--- src/hdl/btmt_pkg.sv ---
// Package for the beat tempo median tracker.
// Field widths, interval limits, the tempo numerator and the cell command type.
// No dependencies.
package btmt_pkg;

	localparam int TIME_W            = 32;
	localparam int IBI_W             = 11;
	localparam int TEMPO_W           = 16;
	localparam int MAX_INTERVALS_DEF = 8;

	localparam logic [TIME_W-1:0] IBI_MIN = 32'd300;
	localparam logic [TIME_W-1:0] IBI_MAX = 32'd1200;

	localparam int MIN_FOR_MEDIAN = 3;
	localparam logic [IBI_W-1:0] MEDIAN_FLOOR = 11'd50;

	// 60000 * 256
	localparam int NUM_W = 24;
	localparam logic [NUM_W-1:0] TEMPO_NUM = 24'd15360000;

	typedef struct packed {
		logic del;
		logic ins;
	} cell_op_t;

endpackage

--- src/hdl/btmt_cell.sv ---
// One cell of the sorted interval chain: value, age and valid flag.
// Drops the oldest entry (shift down) or inserts a new one (shift up) from its neighbors.
// Depends on btmt_pkg.
module btmt_cell #(
	parameter int MAX_INTERVALS = btmt_pkg::MAX_INTERVALS_DEF
) (
	input  logic                                clk,
	input  logic                                arst_n,
	input  btmt_pkg::cell_op_t                  op,
	input  logic [btmt_pkg::IBI_W-1:0]          new_val,
	input  logic                                lo_valid,
	input  logic [$clog2(MAX_INTERVALS)-1:0]    lo_age,
	input  logic [btmt_pkg::IBI_W-1:0]          lo_val,
	input  logic                                lo_gt,
	input  logic                                hi_valid,
	input  logic [$clog2(MAX_INTERVALS)-1:0]    hi_age,
	input  logic [btmt_pkg::IBI_W-1:0]          hi_val,
	input  logic                                cum_in,
	output logic                                valid,
	output logic [$clog2(MAX_INTERVALS)-1:0]    age,
	output logic [btmt_pkg::IBI_W-1:0]          val,
	output logic                                gt,
	output logic                                cum_out
);
	import btmt_pkg::*;

	localparam int AGE_W = $clog2(MAX_INTERVALS);
	localparam logic [AGE_W-1:0] OLDEST = AGE_W'(MAX_INTERVALS - 1);

	logic             valid_q;
	logic [AGE_W-1:0] age_q;
	logic [IBI_W-1:0] val_q;
	logic             hit;

	// empty cells sort above everything
	assign gt      = !valid_q || (val_q > new_val);
	assign hit     = valid_q && (age_q == OLDEST);
	assign cum_out = cum_in | hit;

	assign valid = valid_q;
	assign age   = age_q;
	assign val   = val_q;

	always_ff @(posedge clk or negedge arst_n) begin
		if (!arst_n) begin
			valid_q <= 1'b0;
		end else if (op.del && cum_out) begin
			valid_q <= hi_valid;
		end else if (op.ins) begin
			if (lo_gt) begin
				valid_q <= lo_valid;
			end else if (gt) begin
				valid_q <= 1'b1;
			end
		end
	end

	always_ff @(posedge clk) begin
		if (op.del && cum_out) begin
			age_q <= hi_age;
			val_q <= hi_val;
		end else if (op.ins) begin
			if (lo_gt) begin
				age_q <= lo_age + 1'b1;
				val_q <= lo_val;
			end else if (gt) begin
				age_q <= '0;
				val_q <= new_val;
			end else begin
				age_q <= age_q + 1'b1;
			end
		end
	end

endmodule

--- src/hdl/btmt_div.sv ---
// Serial restoring divider: TEMPO_NUM / divisor, one quotient bit per cycle.
// Depends on btmt_pkg.
module btmt_div (
	input  logic                          clk,
	input  logic                          arst_n,
	input  logic                          start,
	input  logic [btmt_pkg::IBI_W-1:0]    divisor,
	output logic                          busy,
	output logic                          done,
	output logic [btmt_pkg::TEMPO_W-1:0]  quotient
);
	import btmt_pkg::*;

	localparam int CNT_W = $clog2(NUM_W);
	localparam logic [CNT_W-1:0] LAST = CNT_W'(NUM_W - 1);

	logic             busy_q;
	logic             done_q;
	logic [CNT_W-1:0] cnt_q;
	logic [IBI_W-1:0] dvs_q;
	logic [IBI_W-1:0] rem_q;
	logic [NUM_W-1:0] quo_q;
	logic [IBI_W:0]   shifted;
	logic [IBI_W+1:0] trial;

	assign shifted = {rem_q, TEMPO_NUM[LAST - cnt_q]};
	assign trial   = {1'b0, shifted} - {2'b00, dvs_q};

	always_ff @(posedge clk or negedge arst_n) begin
		if (!arst_n) begin
			busy_q <= 1'b0;
			done_q <= 1'b0;
			cnt_q  <= '0;
		end else begin
			done_q <= 1'b0;
			if (start) begin
				busy_q <= 1'b1;
				cnt_q  <= '0;
			end else if (busy_q) begin
				cnt_q <= cnt_q + 1'b1;
				if (cnt_q == LAST) begin
					busy_q <= 1'b0;
					done_q <= 1'b1;
				end
			end
		end
	end

	always_ff @(posedge clk) begin
		if (start) begin
			dvs_q <= divisor;
			rem_q <= '0;
			quo_q <= '0;
		end else if (busy_q) begin
			if (!trial[IBI_W+1]) begin
				rem_q <= trial[IBI_W-1:0];
			end else begin
				rem_q <= shifted[IBI_W-1:0];
			end
			quo_q <= {quo_q[NUM_W-2:0], !trial[IBI_W+1]};
		end
	end

	assign busy     = busy_q;
	assign done     = done_q;
	assign quotient = quo_q[TEMPO_W-1:0];

endmodule

--- src/hdl/beat_tempo_median_tracker.sv ---
// Beat tempo median tracker, top level: beat intake, sorted cell chain, median, divider.
// Depends on btmt_pkg, btmt_cell and btmt_div.
//
// Each input item is a beat time in ms. Intervals of 300..1200 ms to the previous beat are
// kept in a chain of MAX_INTERVALS cells sorted by value, each tagged with its age; when the
// chain is full the oldest is dropped before the new one is inserted. With three or more held,
// the median is picked from the middle cells and the tempo 15360000/median (Q8 bpm) comes from
// a serial divider. One result item per input item. An item whose interval is stored and
// yields a median goes through the 24-step divider; an item whose interval is dropped goes
// straight to the output, one with fewer than three stored intervals via the insert step.
// The next item is taken while the previous result waits at the output.
module beat_tempo_median_tracker #(
	parameter int MAX_INTERVALS = btmt_pkg::MAX_INTERVALS_DEF
) (
	input  logic        clk,
	input  logic        arst_n,
	input  logic        s_tvalid,
	output logic        s_tready,
	input  logic [31:0] s_tdata,  // [31:0] beat_time_ms
	output logic        m_tvalid,
	input  logic        m_tready,
	output logic [31:0] m_tdata   // [0] interval_accepted, [11:1] median_interval_ms,
	                              // [27:12] tempo_q8, [28] tempo_valid, [31:29] zero
);
	import btmt_pkg::*;

	localparam int AGE_W = $clog2(MAX_INTERVALS);
	localparam int IDX_W = $clog2(MAX_INTERVALS);
	localparam int CNT_W = $clog2(MAX_INTERVALS + 1);
	localparam logic [CNT_W-1:0] FULL = CNT_W'(MAX_INTERVALS);
	localparam logic [CNT_W-1:0] MIN_CNT = CNT_W'(MIN_FOR_MEDIAN);

	typedef enum logic [5:0] {
		ST_IDLE = 6'b000001,
		ST_DEL  = 6'b000010,
		ST_INS  = 6'b000100,
		ST_MED  = 6'b001000,
		ST_DIV  = 6'b010000,
		ST_OUT  = 6'b100000
	} state_t;

	state_t              state_q;
	logic [TIME_W-1:0]   prev_q;
	logic [IBI_W-1:0]    ibi_q;
	logic                acc_q;
	logic [CNT_W-1:0]    fill_q;
	logic [IBI_W-1:0]    held_med_q;
	logic [TEMPO_W-1:0]  held_tempo_q;
	logic                m_tvalid_q;
	logic [31:0]         m_tdata_q;

	logic                in_acc;
	logic [TIME_W-1:0]   ibi;
	logic                in_range;
	cell_op_t            op;

	logic [MAX_INTERVALS-1:0] c_valid;
	logic [MAX_INTERVALS-1:0] c_gt;
	logic [MAX_INTERVALS-1:0] c_cum;
	logic [AGE_W-1:0]         c_age [MAX_INTERVALS];
	logic [IBI_W-1:0]         c_val [MAX_INTERVALS];

	logic [IDX_W-1:0]   mid;
	logic [IBI_W:0]     pair_sum;
	logic [IBI_W-1:0]   med;
	logic               div_start;
	logic               div_busy;
	logic               div_done;
	logic [TEMPO_W-1:0] div_quo;
	logic               out_load;

	assign in_acc   = s_tvalid && s_tready;
	assign s_tready = (state_q == ST_IDLE);
	assign ibi      = s_tdata - prev_q;
	assign in_range = (prev_q != '0) && (ibi >= IBI_MIN) && (ibi <= IBI_MAX);

	assign op.del = (state_q == ST_DEL);
	assign op.ins = (state_q == ST_INS);

	for (genvar i = 0; i < MAX_INTERVALS; i++) begin : g_cell
		logic             lo_valid;
		logic [AGE_W-1:0] lo_age;
		logic [IBI_W-1:0] lo_val;
		logic             lo_gt;
		logic             hi_valid;
		logic [AGE_W-1:0] hi_age;
		logic [IBI_W-1:0] hi_val;
		logic             cum_in;

		if (i == 0) begin : g_lo_end
			assign lo_valid = 1'b0;
			assign lo_age   = '0;
			assign lo_val   = '0;
			assign lo_gt    = 1'b0;
			assign cum_in   = 1'b0;
		end else begin : g_lo
			assign lo_valid = c_valid[i-1];
			assign lo_age   = c_age[i-1];
			assign lo_val   = c_val[i-1];
			assign lo_gt    = c_gt[i-1];
			assign cum_in   = c_cum[i-1];
		end

		if (i == MAX_INTERVALS - 1) begin : g_hi_end
			assign hi_valid = 1'b0;
			assign hi_age   = '0;
			assign hi_val   = '0;
		end else begin : g_hi
			assign hi_valid = c_valid[i+1];
			assign hi_age   = c_age[i+1];
			assign hi_val   = c_val[i+1];
		end

		btmt_cell #(
			.MAX_INTERVALS (MAX_INTERVALS)
		) u_cell (
			.clk      (clk),
			.arst_n   (arst_n),
			.op       (op),
			.new_val  (ibi_q),
			.lo_valid (lo_valid),
			.lo_age   (lo_age),
			.lo_val   (lo_val),
			.lo_gt    (lo_gt),
			.hi_valid (hi_valid),
			.hi_age   (hi_age),
			.hi_val   (hi_val),
			.cum_in   (cum_in),
			.valid    (c_valid[i]),
			.age      (c_age[i]),
			.val      (c_val[i]),
			.gt       (c_gt[i]),
			.cum_out  (c_cum[i])
		);
	end

	// median from the sorted chain; even count takes the floor mean of the middle pair
	assign mid      = IDX_W'(fill_q >> 1);
	assign pair_sum = {1'b0, c_val[mid - 1'b1]} + {1'b0, c_val[mid]};
	assign med      = fill_q[0] ? c_val[mid] : pair_sum[IBI_W:1];

	assign div_start = (state_q == ST_MED) && (med > MEDIAN_FLOOR);

	btmt_div u_div (
		.clk      (clk),
		.arst_n   (arst_n),
		.start    (div_start),
		.divisor  (med),
		.busy     (div_busy),
		.done     (div_done),
		.quotient (div_quo)
	);

	assign out_load = (state_q == ST_OUT) && (!m_tvalid_q || m_tready);

	always_ff @(posedge clk or negedge arst_n) begin
		if (!arst_n) begin
			state_q      <= ST_IDLE;
			prev_q       <= '0;
			acc_q        <= 1'b0;
			fill_q       <= '0;
			held_med_q   <= '0;
			held_tempo_q <= '0;
			m_tvalid_q   <= 1'b0;
		end else begin
			if (m_tvalid_q && m_tready) begin
				m_tvalid_q <= 1'b0;
			end
			case (state_q)
				ST_IDLE: begin
					if (in_acc) begin
						prev_q <= s_tdata;
						acc_q  <= in_range;
						if (!in_range) begin
							state_q <= ST_OUT;
						end else if (fill_q == FULL) begin
							state_q <= ST_DEL;
						end else begin
							state_q <= ST_INS;
						end
					end
				end
				ST_DEL: begin
					state_q <= ST_INS;
				end
				ST_INS: begin
					if (fill_q != FULL) begin
						fill_q <= fill_q + 1'b1;
					end
					if (fill_q + 1'b1 >= MIN_CNT || fill_q == FULL) begin
						state_q <= ST_MED;
					end else begin
						state_q <= ST_OUT;
					end
				end
				ST_MED: begin
					if (div_start) begin
						held_med_q <= med;
						state_q    <= ST_DIV;
					end else begin
						state_q <= ST_OUT;
					end
				end
				ST_DIV: begin
					if (div_done) begin
						held_tempo_q <= div_quo;
						state_q      <= ST_OUT;
					end
				end
				ST_OUT: begin
					if (out_load) begin
						m_tvalid_q <= 1'b1;
						state_q    <= ST_IDLE;
					end
				end
				default: begin
					state_q <= ST_IDLE;
				end
			endcase
		end
	end

	always_ff @(posedge clk) begin
		if (in_acc) begin
			ibi_q <= ibi[IBI_W-1:0];
		end
		if (out_load) begin
			m_tdata_q <= {3'b000, (held_med_q != '0), held_tempo_q, held_med_q, acc_q};
		end
	end

	assign m_tvalid = m_tvalid_q;
	assign m_tdata  = m_tdata_q;

	a_fill_matches_chain: assert property (@(posedge clk) disable iff (!arst_n)
		(state_q == ST_IDLE) |-> ($countones(c_valid) == fill_q))
		else $error("cell chain occupancy differs from fill count");

	a_median_in_range: assert property (@(posedge clk) disable iff (!arst_n)
		(held_med_q != '0) |-> (held_med_q >= IBI_W'(IBI_MIN) && held_med_q <= IBI_W'(IBI_MAX)))
		else $error("held median outside stored interval range");

	a_div_done_in_div: assert property (@(posedge clk) disable iff (!arst_n)
		div_done |-> (state_q == ST_DIV))
		else $error("divider finished outside divide state");

	a_idle_div_quiet: assert property (@(posedge clk) disable iff (!arst_n)
		s_tready |-> !div_busy)
		else $error("divider busy while taking an item");

	a_tempo_with_median: assert property (@(posedge clk) disable iff (!arst_n)
		(state_q == ST_OUT && held_med_q != '0) |-> (held_tempo_q != '0))
		else $error("median held without a tempo");

endmodule

--- config.mk ---
export PLATFORM = sky130hd
export DESIGN_NAME = beat_tempo_median_tracker
export DESIGN_NICKNAME = d
export VERILOG_FILES = /design/src/hdl/btmt_pkg.sv /design/src/hdl/btmt_cell.sv /design/src/hdl/btmt_div.sv /design/src/hdl/beat_tempo_median_tracker.sv
export SDC_FILE = /design/constraint.sdc
export NUM_CORES = 1
export LEC_CHECK = 0
export BUFFER_PORTS_ARGS = -buffer_cell sky130_fd_sc_hd__clkbuf_2
export CAP_MARGIN = 20
export CORE_ASPECT_RATIO = 1.25
export CORE_MARGIN = 2
export CORE_UTILIZATION = 35
export CTS_CLUSTER_DIAMETER = 40
export DETAILED_ROUTE_END_ITERATION = 12
export HOLD_SLACK_MARGIN = 0.06
export SLEW_MARGIN = 30
export SYNTH_ARGS = -nofsm -noshare
export SYNTH_HDL_FRONTEND = slang
export SYNTH_SLANG_ARGS = --single-unit
--- constraint.sdc ---
create_clock -name clk -period 7.21 [get_ports clk]
set_input_delay 0 -clock clk [delete_from_list [all_inputs] [get_ports clk]]
set_output_delay 0 -clock clk [all_outputs]
set_load 0.05 [all_outputs]
# Word-level counts from Yosys, hierarchy flattened
# Memories as Yosys holds them, arrays and structs flattened.
# Index checks and enable logic that the tools add are counted.
dict set report word_totals {
  word_cells 292
  output_inout_bits 34
  ff_bits 276
  rom_bits 32
  in_bits 36
  memories 1
}
dict set report op_classes {
  n_lt_le_gt_ge 15
  n_reduce_logical 76
  add_sub_neg 15
  n_eq_ne 20
  bitwise 9
  mux 117
}
# name depth word_bits read_ports rd_ports_with_merged_regs wr line
set memory_table {}
lappend memory_table {{(no name shown)} 32 1 1 0 0 btmt_div.sv:26} ;# assign shifted = {rem_q, TEMPO_NUM[LAST - cnt_q]};
# op n
set op_table {}
lappend op_table {{11-bit 2-to-1 mux} 35}
lappend op_table {{3-bit 2-to-1 mux} 30}
lappend op_table {{11-bit > comparator} 8}
lappend op_table {{11-bit binary-select mux with 3-bit select} 2}
lappend op_table {{1-bit 2-to-1 mux} 41}
lappend op_table {{6-bit 2-to-1 mux} 6}
lappend op_table {{6-bit one-hot mux with 6 select lines} 1}
lappend op_table {{32-bit by 9-bit >= comparator with 1-bit output (second input constant)} 1}
lappend op_table {{32-bit by 11-bit <= comparator with 1-bit output (second input constant)} 1}
lappend op_table {{32-bit nonzero test} 1}
lappend op_table {{32-bit subtractor} 1}
lappend op_table {{2-bit AND reduction} 13}
lappend op_table {{3-bit by 1-bit adder with 3-bit output (second input constant)} 8}
lappend op_table {{3-bit == test (second input constant)} 8}
lappend op_table {{1-bit logical AND} 22}
lappend op_table {{2-bit nonzero test} 11}
lappend op_table {{3-bit nonzero test} 7}
lappend op_table {{12-bit by 11-bit subtractor with 13-bit output} 1}
lappend op_table {{11-bit by 11-bit adder with 12-bit output} 1}
lappend op_table {{11-bit by 6-bit > comparator with 1-bit output (second input constant)} 1}
lappend op_table {{11-bit nonzero test} 1}
lappend op_table {{1-bit logical NOT} 10}
lappend op_table {{1-bit logical OR} 10}
lappend op_table {{5-bit 2-to-1 mux} 2}
lappend op_table {{other kinds (21)} 30}

# Logic depth before layout (Yosys ltp)
# Gate-level depths: netlist (run 1).
dict set report depth {
  depth_word 12
  ltp_mapped 22
  ltp_nobuf 17
}

# Cells and area by module
# A second synthesis (run 1) with hierarchy kept.
dict set report hier_totals {
  hier_cells 1993
  hier_area_um2 20189.4
}
# mod seq_area_each_um2 area_per_inst_um2 cells_each n_inst
set modules_own_cells {}
lappend modules_own_cells {btmt_cell 445.4 1191.1 119 8}
lappend modules_own_cells {beat_tempo_median_tracker 2979.1 8379.3 815 1}
lappend modules_own_cells {btmt_div 1046.0 2280.9 226 1}

# Least setup slack after synthesis (run 1)
# OpenSTA, ideal clock, no wires.
dict set report synth_path {
  path_kind {flip-flop to flip-flop}
  start {reg fill_q[2]}
  end {reg u_div.dvs_q[0] (enable)}
  synth_period_minus_slack_ns 5.734
  required_ns 6.875
  setup_ns 0.335
  path_slack_ns 1.476
  arrival_time_ns 5.399
  path_buffers 7
  stages_incl_launch_ff 21
  cell_sequence {dfrtp_1 -> buf_4 -> buf_2 -> buf_2 -> inv_1 -> ha_1 -> buf_1 -> clkbuf_1 -> mux4_2 -> mux2_2 -> ha_1 -> o21ai_0 -> a21oi_1 -> o31a_1 -> o21ai_0 -> a21boi_0 -> o31ai_1 -> nor4_2 -> nor2_2 -> buf_2 -> buf_2}
}
dict set report synth_between {
  elab_chain_cells 9
  word_cells_on_any_way 13
  classes_between {add/sub (2); order compare (1); mux (7); bitwise (2); reduce/logical (1)}
}
# item line
set synth_rtl {}
lappend synth_rtl {{start, declared} beat_tempo_median_tracker.sv:46} ;# logic [CNT_W-1:0] fill_q;
lappend synth_rtl {{start signal, assigned} beat_tempo_median_tracker.sv:188} ;# fill_q <= fill_q + 1'b1;
lappend synth_rtl {{3-bit by 1-bit subtractor with 3-bit output} beat_tempo_median_tracker.sv:139} ;# assign pair_sum = {1'b0, c_val[mid - 1'b1]} + {1'b0, c_val[mid]};
lappend synth_rtl {{3-bit NOT with 4-bit output (not written as such)} beat_tempo_median_tracker.sv:139}
lappend synth_rtl {{11-bit binary-select mux with 3-bit select} beat_tempo_median_tracker.sv:139}
lappend synth_rtl {{11-bit 2-to-1 mux (not written as such) (2 in a row)} beat_tempo_median_tracker.sv:139}
lappend synth_rtl {{11-bit by 11-bit adder with 12-bit output} beat_tempo_median_tracker.sv:139}
lappend synth_rtl {{11-bit 2-to-1 mux (*)} beat_tempo_median_tracker.sv:140} ;# assign med = fill_q[0] ? c_val[mid] : pair_sum[IBI_W:1];
lappend synth_rtl {{net med[7]} beat_tempo_median_tracker.sv:65} ;# logic [IBI_W-1:0] med;
lappend synth_rtl {{11-bit by 6-bit > comparator with 1-bit output (*)} beat_tempo_median_tracker.sv:142} ;# assign div_start = (state_q == ST_MED) && (med > MEDIAN_FLOOR);
lappend synth_rtl {{1-bit logical AND (*)} beat_tempo_median_tracker.sv:142}
lappend synth_rtl {{end signal, assigned} btmt_div.sv:51} ;# dvs_q <= divisor;
lappend synth_rtl {{end, declared} btmt_div.sv:20} ;# logic [IBI_W-1:0] dvs_q;
# The timed path passes the listed nets; every way through them passes the cells marked *. The select of a mux whose other input is x is not followed.
# A chain may end at the register's enable or synchronous reset.

# Final worst setup path (run 1)
dict set report layout_path {
  start {reg fill_q[1]}
  end {reg u_div.dvs_q[7] (enable)}
}
# Same word-level chain as after synthesis.

==> flow_metrics.py, run 1 <==
metrics = {
    "die": {
        "start_util_pct": 35.4,
        "die_area_um2": 56300,
        "die_x_um": 213,
        "pin_count": 70,
        "fp-row-count": 95,
        "die_h_um": 265,
        "core-area_um2": 53700,
    },
    "final_layout": {
        "layout_common_cells": "nand2_1 (185), nor2_1 (169), ha_1 (163)",
        "final_layout_size_suffix_gt1_share_pct": 14.2,
        "nets": 2230,
        "final_area_um2": 22000,
        "synthToLayoutAreaGrowth_pct": 15.6,
        "final_cell_count_no_fill": 2790,
        "n_antenna_cell": 0,
        "mostFrequentLayoutCell": "nand2_1",
        "n_fill_cell": 5287,
    },
    "placed_design": {
        "dpl_worst_slack_ns": 1.93,
        "port_buffers": 66,
        "placed_cell_area_um2": 20100,
        "place_hpwl_mm": 41.8,
        "gp_congestion": 0.915,
        "place_inst": 2671,
    },
    "clocking": {
        "cts_buffer_depth": 3,
        "cts_resized": 0,
        "tritoncts": "done",
        "cts-buffers-inserted": 43,
        "cts_sinks": 276,
        "root_buffer": "clkbuf_16",
        "htree_num_levels": 2,
        "clkSlewWorstSetupHoldPaths_ns": 0.06,
        "clkLatencyLatePin_ns": 0.56,
    },
    "sta": {
        "max_freq_mhz": 189,
        "fin_crit_ns": 5.28,
        "grt_setup_unrepaired": "false",
        "finalHoldViolations": 0,
        "timing.setup.tns_ns": 0,
        "finalClockSkew_ns": 0.0217,
        "tightest_slew_ns": 0.867,
        "setup_slack_ns": 1.93,
        "relSlewSlack_pct": 42.2,
        "setup_viol": 0,
        "drv_slew": 0,
        "finalCritPeriodShare_pct": 73.3,
    },
    "critical_path": {
        "required_ns": 7.47,
        "cp.arrival_ns": 5.55,
        "timing.critical_path.from_type": "register",
        "critPathMaxStageDelay_ns": 0.64,
        "cp-end-kind": "register",
        "crit_path_top_delay_cell": "o31ai_1",
        "crit_type": "reg -> reg",
        "cp_max_fo": 24,
        "cp_cell_sequence": "inv_1 > ha_1 > buf_4 > mux4_2 > mux2_2 > ha_1 > o21ai_0 > a21oi_1 > o31a_1 > o21ai_0 > nor3b_1 > o31ai_1 > nor4_2 > nor2_4 > buf_4",
    },
    "yosys": {
        "ys_ff_latch": 276,
        "synth_cell_types": 92,
        "synth_area_um2": 19000,
        "synth_top_cell_by_area": "edfxtp_1",
        "async_flop_share_pct": 31.2,
        "synth-edff-count": 149,
        "synthFlopType": "edfxtp_1",
        "synth_area_leaders": "edfxtp_1 (23%), dfrtp_1 (11%), ha_1 (11%), mux4_2 (5.2%), dfxtp_1 (4.3%)",
        "synth_top_area_share_pct": 23.5,
        "synth_seq_area_share_pct": 39.1,
        "avgSynthCellArea_um2": 9.74,
        "synthCells": 1956,
        "synth_warnings": 0,
    },
    "detailed_routing": {
        "ant_nets": 0,
        "wl_mm": 55.0,
        "drcViolationCount": 0,
        "drt_iter0_drc": 1117,
        "drtPass1Iterations": 5,
        "avgRoutedWirePerCell_um": 19.7,
        "vias": 15682,
        "post_drt_via_cell_ratio": 5.62,
    },
    "flow_run": {
        "cap_violations": 0,
    },
    "global_route": {
        "grt_pass1_wl_mm": 86.7,
        "grt_overflow_total": 0,
        "grt_start_max_net_pins": 73,
        "grt_pass1_vias": 15669,
        "grt.total_usage_pct": 19.5,
        "antenna_found_initial": 1,
    },
    "power": {
        "ir_drop_v": 0.000256,
        "p_leak_nw": 9.04,
        "power.density_nw_per_um2": 300,
    },
    "status": {
        "run_status": "completed",
    },
    "min_path": {
        "hold_class": "in -> reg",
    },
}
## cell families after synthesis
| logic type | share of synthesized area [%] |
|---|---|
| mux | 11.6 |
| xor+xnor | 1.65 |
| compound gates | 16.8 |
| buf+inv | 4.31 |
| flops | 39.1 |
| simple gates | 15.5 |
| other cells | 0.0197 |
| fa+ha+maj | 11.0 |
## path summary, 6_finish.rpt
| path | from | endpoint | slack (ns) | cells after the start |
|---|---|---|---|---|
| worst max-delay path | fill_q[1] | u_div.dvs_q[7] | 1.93 | 15 |
| worst min-delay path | s_tdata[20] | prev_q[20] | 0.22 | 4 |
| worst max register to register | fill_q[1] | u_div.dvs_q[7] | 1.93 | 15 |
| worst min register to register | held_tempo_q[11] | m_tdata[23] | 0.44 | 0 |
| max in group asynchronous | arst_n | fill_q[2] | 5.84 | 4 |
| min in group asynchronous | arst_n | prev_q[21] | 0.48 | 4 |
## worst max-delay path, delay by kind of cell, from the launching register on
kind                     cells  cell delay (ns)
adder cells (fa/ha/maj)      2             0.89
AND/OR/NAND/NOR              3             0.87
AO/OA/AOI/OAI                5             1.47
flip-flops                   1             0.35
buffers and inverters        3             0.77
multiplexers                 2             0.60
## area by class of cell
cell class / instances / area (um2) / area share, %
sequential: 276 / 7450 / 33.8
tap: 727 / 910 / 4.13
inverter: 105 / 397 / 1.80
timing repair buffer: 131 / 928 / 4.21
clock inverter: 25 / 320 / 1.45
multi-input combinational: 1471 / 10800 / 49.2
clock buffer: 55 / 1190 / 5.42
## power breakdown
part	internal (mW)	total [mW]	switching [mW]
clock	1.35	2.18	0.838
sequential	1.86	2.02	0.160
combinational	0.902	2.41	1.51
## state kept, by name, indices dropped and copies added, names as in the netlist, 16 cells and up
| register | cells |
|---|---|
| g_cell.u_cell.age | 24 |
| g_cell.u_cell.val | 88 |
| held_tempo_q | 16 |
| m_tdata | 29 |
| prev_q | 32 |
| u_div.quo_q | 16 |
## what timing repair did
item | in CTS | in global routing
hold buffers | 39 | 0
hold endpoints to repair | 118 | 0
setup buffers | 0 | 0
## metal layers
layer  up-vias  GRT usage [%]  wire, um
met5         -              0        16
met4         2           8.86      2360
met3       151           2.39      2900
met2       506           34.3     27700
met1      7577           23.7     22000
li1       7446              -         -
## synthesized netlist by cell type, drive strengths merged, types with 12 or more instances
cell type	n
a2111oi	13
a211oi	20
a21o	27
a21oi	121
a31oi	56
and3	12
buf	25
clkbuf	81
dfrtp	85
dfxtp	41
edfxtp	149
ha	163
inv	103
mux2	51
mux2i	64
mux4	44
nand2	186
nand2b	16
nand3	45
nand4	27
nor2	171
nor2b	22
nor3	43
nor3b	12
nor4	21
o211ai	12
o21a	39
o21ai	118
xnor2	20
xor2	15
## metrics by stage
stage / power [mW] / utilization (%) / hold WS, ns
finish: 6.61 / 41.0 / 0.216
global route: 6.99 / 41.0 / 0.230
CTS: 6.65 / 41.0 / 0.190
detailed placement: 4.41 / 37.4 / -0.0447
global placement: 4.37 / 37.4 / -0.0471
floorplan: 3.76 / - / -0.296
No activity file was read; power rests on OpenSTA's default activity.
==> run 2: changes to the inputs <==
clock period = 4.65 ns   (was 7.21 ns; I/O delays follow)
==> flow_metrics.py, run 2 (synthesis results as in run 1) <==
metrics = {
    "status": {
        "run_status": "completed",
    },
    "detailed_routing": {
        "drcViolationCount": 0,
        "avgRoutedWirePerCell_um": 20.3,
        "drt_iter0_drc": 1139,
        "drtPass1Iterations": 5,
        "wl_mm": 57.2,
        "ant_nets": 0,
        "post_drt_via_cell_ratio": 5.69,
        "vias": 16021,
    },
    "final_layout": {
        "largest_reg_flops": 88,
        "final_layout_size_suffix_gt1_share_pct": 15.3,
        "mostFrequentLayoutCell": "nand2_1",
        "layout_common_cells": "nand2_1 (186), nor2_1 (169), ha_1 (162)",
        "final_cell_count_no_fill": 2814,
        "synthToLayoutAreaGrowth_pct": 16.1,
        "final_util_pct": 41.2,
        "nets": 2257,
        "n_antenna_cell": 0,
    },
    "global_route": {
        "grt_start_max_net_pins": 54,
        "antenna_found_initial": 0,
        "grt.total_usage_pct": 20.4,
        "grt_overflow_total": 0,
        "grt_pass1_wl_mm": 90.1,
        "grt_pass1_vias": 16416,
    },
    "min_path": {
        "hold_class": "in -> reg",
        "hp-start": "s_tdata[25]",
    },
    "power": {
        "p_int_mw": 6.07,
        "seqPwrFrac_pct": 31.8,
        "pwr-share-clk_pct": 29.9,
        "p_sw_share_pct": 38.8,
        "p_leak_nw": 9.10,
        "p_switching_mw": 3.84,
        "total_power_mw": 9.91,
        "ir_drop_v": 0.000434,
        "power.density_nw_per_um2": 448,
        "p_comb_share_pct": 38.3,
    },
    "critical_path": {
        "crit_path_top_delay_cell": "mux4_2",
        "cp.arrival_ns": 4.92,
        "cp_cell_sequence": "inv_1 > ha_4 > buf_4 > mux4_2 > mux2_2 > ha_1 > or2_2 > a21oi_1 > a2111o_1 > o211a_1 > nand3_1 > nor4_4 > nor2_4 > buf_12 > buf_4 > or2_1",
        "crit_buf_inv": 4,
        "worstReg2RegStart": "fill_q[1]",
        "cp_max_fo": 17,
        "crit_start": "fill_q[1]",
        "critical_path.top_delay_family": "simple AND/OR/NAND/NOR gates",
        "timing.critical_path.from_type": "register",
        "crit_type": "reg -> reg",
        "cp_common_cell": "buf_4",
        "r2r_setup_slack_ns": 0.19,
        "cp-end-kind": "register",
        "required_ns": 5.11,
        "critPathMaxStageDelay_ns": 0.50,
    },
    "sta": {
        "grt_setup_unrepaired": "false",
        "relSlewSlack_pct": 42.9,
        "setup_slack_ns": 0.188,
        "max_freq_mhz": 224,
        "finalCritPeriodShare_pct": 96.0,
        "timing.setup.tns_ns": 0,
        "setup_viol": 0,
        "finalHoldViolations": 0,
        "drv_slew": 0,
        "finalClockSkew_ns": 0.0432,
        "tightest_slew_ns": 0.835,
        "fin_crit_ns": 4.46,
    },
    "die": {
        "start_util_pct": 35.4,
        "pin_count": 70,
        "die_x_um": 213,
        "core-area_um2": 53700,
        "die_area_um2": 56300,
        "die_h_um": 265,
        "fp-row-count": 95,
    },
    "placed_design": {
        "gp_congestion": 0.909,
        "port_buffers": 66,
        "dpl_worst_slack_ns": 0.128,
        "place_inst": 2697,
        "place_hpwl_mm": 43.8,
    },
    "clocking": {
        "clkSlewWorstSetupHoldPaths_ns": 0.06,
        "htree_num_levels": 2,
        "clkLatencyLatePin_ns": 0.58,
        "cts-buffers-inserted": 40,
        "root_buffer": "clkbuf_16",
        "cts_buffer_depth": 3,
        "tritoncts": "done",
        "cts_sinks": 276,
    },
    "flow_run": {
        "cap_violations": 0,
    },
}
## run 2: cell count changes in the layout (fill, tap and decap cells not counted), moves of 2 or more
cell        change
clkbuf_16       -4
buf_12          +3
clkinv_4        -3
clkbuf_8        -2
inv_8           -2
nor4_4          +2
bufinv_16       -3
buf_4          +27
clkinv_2        +4
clkinvlp_4      +4
## run 2: stage by stage
stage | instance area (um2) | hold slack (ns)
2_1_floorplan | 19100 | -0.296
3_3_place_gp | 20300 | 0.00206
3_5_place_dp | 20300 | 0.0178
4_1_cts | 22000 | 0.156
5_1_grt | 22100 | 0.201
6_report | 22100 | 0.195
## run 2: timing repair
| item | in CTS | in global routing |
|---|---|---|
| hold buffers | 39 | 0 |
| resized for setup | 0 | 4 |
| setup endpoints to repair | 0 | 6 |
| endpoints found under the hold margin | 75 | 0 |
| setup buffers | 0 | 4 |
## run 2: worst paths after layout
kind / to / depth (start not counted)
min in group asynchronous: prev_q[30] / 4
min: prev_q[25] / 4
max in group asynchronous: held_tempo_q[3] / 4
max reg2reg: state_q[4] / 16
min reg2reg: m_tdata[15] / 0
max: state_q[4] / 16
## run 2: worst reg2reg max path, stage by stage, from the launching register on
cell      delay (ns)
dfrtp_2         0.39
inv_1           0.09
ha_4            0.42
buf_4           0.24
mux4_2          0.50
mux2_2          0.28
ha_1            0.35
or2_2           0.30
a21oi_1         0.28
a2111o_1        0.17
o211a_1         0.18
nand3_1         0.11
nor4_4          0.37
nor2_4          0.09
buf_12          0.15
buf_4           0.20
or2_1           0.24
## run 2: power by group through the flow
stage               logic [mW]  registers (mW)  clock network [mW]
global route              4.21            3.18                3.14
detailed placement        3.71            3.20                   0
global placement          3.63            3.19                   0
CTS                       3.77            3.15                3.03
finish                    3.79            3.15                2.97
floorplan                 2.66            3.18                   0
## run 2: routing by layer
metal	global-route usage [%]	wire, um
met1	24.0	22700
met2	36.6	29400
met3	3.27	2900
met4	8.60	2150
met5	0	0
## run 2: layout make-up
class / instances / area (um2)
flip-flops and latches: 276 / 7450
clock buffers: 50 / 1070
inverters: 105 / 394
clock inverters: 24 / 239
multi-input cells: 1471 / 10900
repair buffers: 161 / 1190
well taps: 727 / 910
fillers: 5263 / 31600
